## src/hdl/ren_pkg.sv

```systemverilog
// ----------------------------------------------------------------------------
// ren_pkg - shared types and constants
// Register indexes, counter widths and the configuration bundle that the
// register block hands to the datapath.
// ----------------------------------------------------------------------------
`default_nettype none

package ren_pkg;

	// histogram entries, E and the count above E are all this wide
	localparam int unsigned CNT_W = 13;
	localparam logic [CNT_W-1:0] CNT_MAX = 13'd8191;

	localparam int unsigned VAL_W = 16;

	// apb register map, one register every four bytes
	localparam int unsigned PADDR_W = 3;
	localparam int unsigned PDATA_W = 32;
	localparam logic REG_RUN_LENGTH = 1'b0;
	localparam logic REG_CUMULATIVE = 1'b1;

	localparam logic [CNT_W-1:0] RUN_LENGTH_RST = 13'd4096;

	typedef struct packed {
		logic [CNT_W-1:0] run_length;
		logic             cumulative_mode;
	} cfg_t;

endpackage

`default_nettype wire

```

## src/hdl/ren_cfg.sv

```systemverilog
// ----------------------------------------------------------------------------
// ren_cfg - configuration registers
// APB slave holding run length and cumulative mode.
// ----------------------------------------------------------------------------
`default_nettype none

module ren_cfg (
	input  wire logic                          clk,
	input  wire logic                          arst_n,
	input  wire logic                          psel,
	input  wire logic                          penable,
	input  wire logic                          pwrite,
	input  wire logic [ren_pkg::PADDR_W-1:0]   paddr,
	input  wire logic [ren_pkg::PDATA_W-1:0]   pwdata,
	output      logic [ren_pkg::PDATA_W-1:0]   prdata,
	output      logic                          pready,
	output      ren_pkg::cfg_t                 cfg
);
	import ren_pkg::*;

	logic [CNT_W-1:0] run_length_q;
	logic             cumulative_q;
	logic             wr_en;

	assign pready = 1'b1;
	assign wr_en  = psel & penable & pwrite & pready;

	always_ff @(posedge clk or negedge arst_n) begin
		if (!arst_n) begin
			run_length_q <= RUN_LENGTH_RST;
			cumulative_q <= 1'b0;
		end else if (wr_en) begin
			case (paddr[2])
				REG_RUN_LENGTH: run_length_q <= pwdata[CNT_W-1:0];
				REG_CUMULATIVE: cumulative_q <= pwdata[0];
				default: ;
			endcase
		end
	end

	always_comb begin
		prdata = '0;
		case (paddr[2])
			REG_RUN_LENGTH: prdata = {{(PDATA_W-CNT_W){1'b0}}, run_length_q};
			REG_CUMULATIVE: prdata = {{(PDATA_W-1){1'b0}}, cumulative_q};
			default: prdata = '0;
		endcase
	end

	assign cfg.run_length      = run_length_q;
	assign cfg.cumulative_mode = cumulative_q;

endmodule

`default_nettype wire

```

## config.mk

```make
export PLATFORM = sky130hd
export DESIGN_NAME = ren_cfg
export DESIGN_NICKNAME = d
export VERILOG_FILES = /design/src/hdl/ren_pkg.sv /design/src/hdl/ren_cfg.sv
export SDC_FILE = /design/constraint.sdc
export NUM_CORES = 1
export LEC_CHECK = 0
export BUFFER_PORTS_ARGS = -buffer_cell sky130_fd_sc_hd__clkbuf_2
export CAP_MARGIN = 20
export CORE_MARGIN = 2
export CORE_UTILIZATION = 37
export DETAILED_ROUTE_END_ITERATION = 8
export PLACE_DENSITY = 0.95
export SLEW_MARGIN = 5
export SYNTH_ARGS = -nofsm -noshare
export SYNTH_HDL_FRONTEND = slang
export SYNTH_SLANG_ARGS = --single-unit
```

## constraint.sdc

```tcl
create_clock -name clk -period 1.95 [get_ports clk]
set_input_delay 0.0975 -clock clk [delete_from_list [all_inputs] [get_ports clk]]
set_output_delay 0.0975 -clock clk [all_outputs]
set_load 0.02 [all_outputs]
```

==> run metrics <==
n_diodes=0; worst r2r src=run_length_q[7]$_DFFE_PN0P_; CP required=about 1.9 ns; DRT iter0 DRCs=2; routed length per instance=between 10 and 15 um; register area=around 350 um2; share of power burned in registers=roughly 39%; row cnt=17; final WL=roughly 1600 um; fmax=a little over 0.8 GHz; Setup Crit Path Kind=flop to output port; vias per cell=4.135; Avg Cell Area, Syn=12.44 um2; RSZ-0062 raised after global routing=false; Worst Hold Margin=0.04404 ns; crit start category=flop; Via Count=583; top cells by area, synth=dfrtp_1 38%, buf_4 19%, mux2_4 18%; fin. max-slew vios=0; register area share after synthesis=between 40% and 50%; internal power=approximately 650 uW; setup violators final=0; Final Util=about 48%; clk_lat worst skew=roughly 0.27 ns; final hold vios=0; VDD IR max=0.4198 mV; Area growth, synth to finish=23.82%; GRT Residual Overflow=0; cell taking the most area after synthesis=dfrtp_1; Detailed Routing Iterations Pass 1=2; Syn. warnings=0; CTS resizes=0; Synth top area share=38.46%; Switching Share=37.39%; vias in the first global route=approximately 520; gpl congestion=about 0.55; CTS tree=built; layout cells sized above 1=a little under 60%; status=completed; DRC Markers=0; clk buf depth=2; nets=about 150; CTS Buf Count=3; mapped cell area=845.8 um2; final antenna-violating net count=0; total core area=~0.0022 mm2; final worst-path cycle share=just over 60%; clk sinks=14; Root Driver=clkbuf_4; Port-buffer cells=45; Clk pwr share=roughly a fifth; crit path DAT=~1.1 ns; Leakage=0.6133 nW; Reg clk slew, reported paths=roughly 0.09 ns; Die ar.=0.002684 mm2; Hold Crit Class=input port to flop; Critical path origin=run_length_q[0]$_DFFE_PN0P_; worst path cell trace=mux2_2 -> clkbuf_2; hold_sp=pwdata[1]; hpwl dp=between 1000 and 1500 um; Tmin final=approximately 1.2 ns; Fin Setup TNS=0 ns; Starting Density=38.61%; fillcell total=approximately 220; Power Density=992.3 mW/mm2; Crit. End Element=output port; Seq cells post-synth=14; CTS H-tree lvls=1; Max-cap violations=0; post-synthesis cell count=slightly below 70; number of library cell types mapped by synthesis=12; CP max stage delay=around 0.41 ns; Die Span X=51.81 um; initial antenna violation count=0; num ports=87; area of the multi-input gates=slightly below 400 um2; post-CTS setup buffer count=0; Die Y-Extent=slightly above 50 um; Clock Skew=0 ns; total track usage=between 10% and 20%; Logic pwr share=41.3%; NetSw=about 400 uW; first-pass GRT wire length=~2500 um; largest net degree at the start of global routing=16; CP max FO=3; Critical-path top delay cell=dfrtp_1
synth_stat cells:
| cell | n |
|---|---|
| conb_1 | 2 |
| dfstp_2 | 1 |
| mux2_2 | 5 |
| nand4b_4 | 1 |
| nand4_1 | 1 |
| dfrtp_1 | 13 |
| and2b_1 | 2 |
| buf_6 | 1 |
| buf_4 | 21 |
| clkbuf_1 | 1 |
| nor2b_1 | 10 |
| mux2_4 | 10 |
layout by cell type, fill, tap and decap left out, drive strengths merged:
cell type and instances:
and2b 2, clkbuf 49, conb 20, dfrtp 13
dfstp 1, dlygate4sd3 1, mux2 15, nand4 1
nand4b 1, nor2b 10
per-layer routing:
| metal | vias up | GRT usage [%] | part of all wire, % |
|---|---|---|---|
| li1 | 271 | - | - |
| met1 | 280 | 14.18 | 37 |
| met2 | 32 | 23.72 | 55 |
| met3 | 0 | 2.586 | 7.3 |
| met4 | 0 | 6.579 | 0 |
| met5 | - | 0 | 0 |
cell families (layout without fill, tap and decap cells):
| logic type | Yosys count | in the layout | share of synthesized area (%) |
|---|---|---|---|
| buffers and inverters | 23 | 50 | 20.41 |
| multiplexers | 15 | 15 | 24.41 |
| AND/OR/NAND/NOR | 14 | 14 | 12.72 |
| flip-flops | 14 | 14 | 41.57 |
| other | 2 | 20 | 0.8879 |
state kept, by name, indices dropped and copies added, names as in the netlist:
name and cells:
run_length_q 13, cumulative_q 1
power by group through the flow:
stage	sequential, mW	combinational, mW	clock [mW]
after floorplan	0.478	0.253	0
after global routing	0.417	0.459	0.227
final	0.406	0.430	0.204
after CTS	0.405	0.435	0.215
after detailed placement	0.411	0.432	0
after global placement	0.403	0.423	0
worst max-delay path: cells and delay by family (launching register included):
kind / cells / cell delay (ns)
buf+inv: 1 / 0.16
mux: 1 / 0.27
flops: 1 / 0.41
worst paths after layout:
check | end | slack [ns] | cells after the start
setup reg to reg | run_length_q[7]$_DFFE_PN0P_ | 1.17 | 1
hold / removal | run_length_q[1]$_DFFE_PN0P_ | 0.04 | 2
min in group asynchronous | run_length_q[1]$_DFFE_PN0P_ | 0.26 | 2
max in group asynchronous | run_length_q[12]$_DFFE_PN1P_ | 1.39 | 2
setup / recovery | prdata[0] | 0.74 | 2
hold reg to reg | cumulative_q$_DFFE_PN0P_ | 0.54 | 1
what timing repair did:
item / in CTS / in global routing
setup endpoints to repair: 0 / 0
endpoints found under the hold margin: 13 / 0
hold buffers: 1 / 0
final cells by class:
type	instances	share of cell area, %
Multi-Input combinational cell	49	37.16
Sequential cell	14	33.57
Timing Repair Buffer	46	22.46
Clock buffer	4	3.465
Tap cell	28	3.345
through the flow:
stage	worst slack [ns]	cell area, um2	power [mW]	instances
2_1_floorplan	1.039	913.4	0.7306	86
3_3_place_gp	0.6630	1001	0.8260	136
3_5_place_dp	0.6369	1001	0.8423	136
4_1_cts	0.7268	1047	1.056	141
5_1_grt	0.6952	1047	1.103	141
6_report	0.7422	1047	1.039	141
Power figures use the tool's default switching activity.
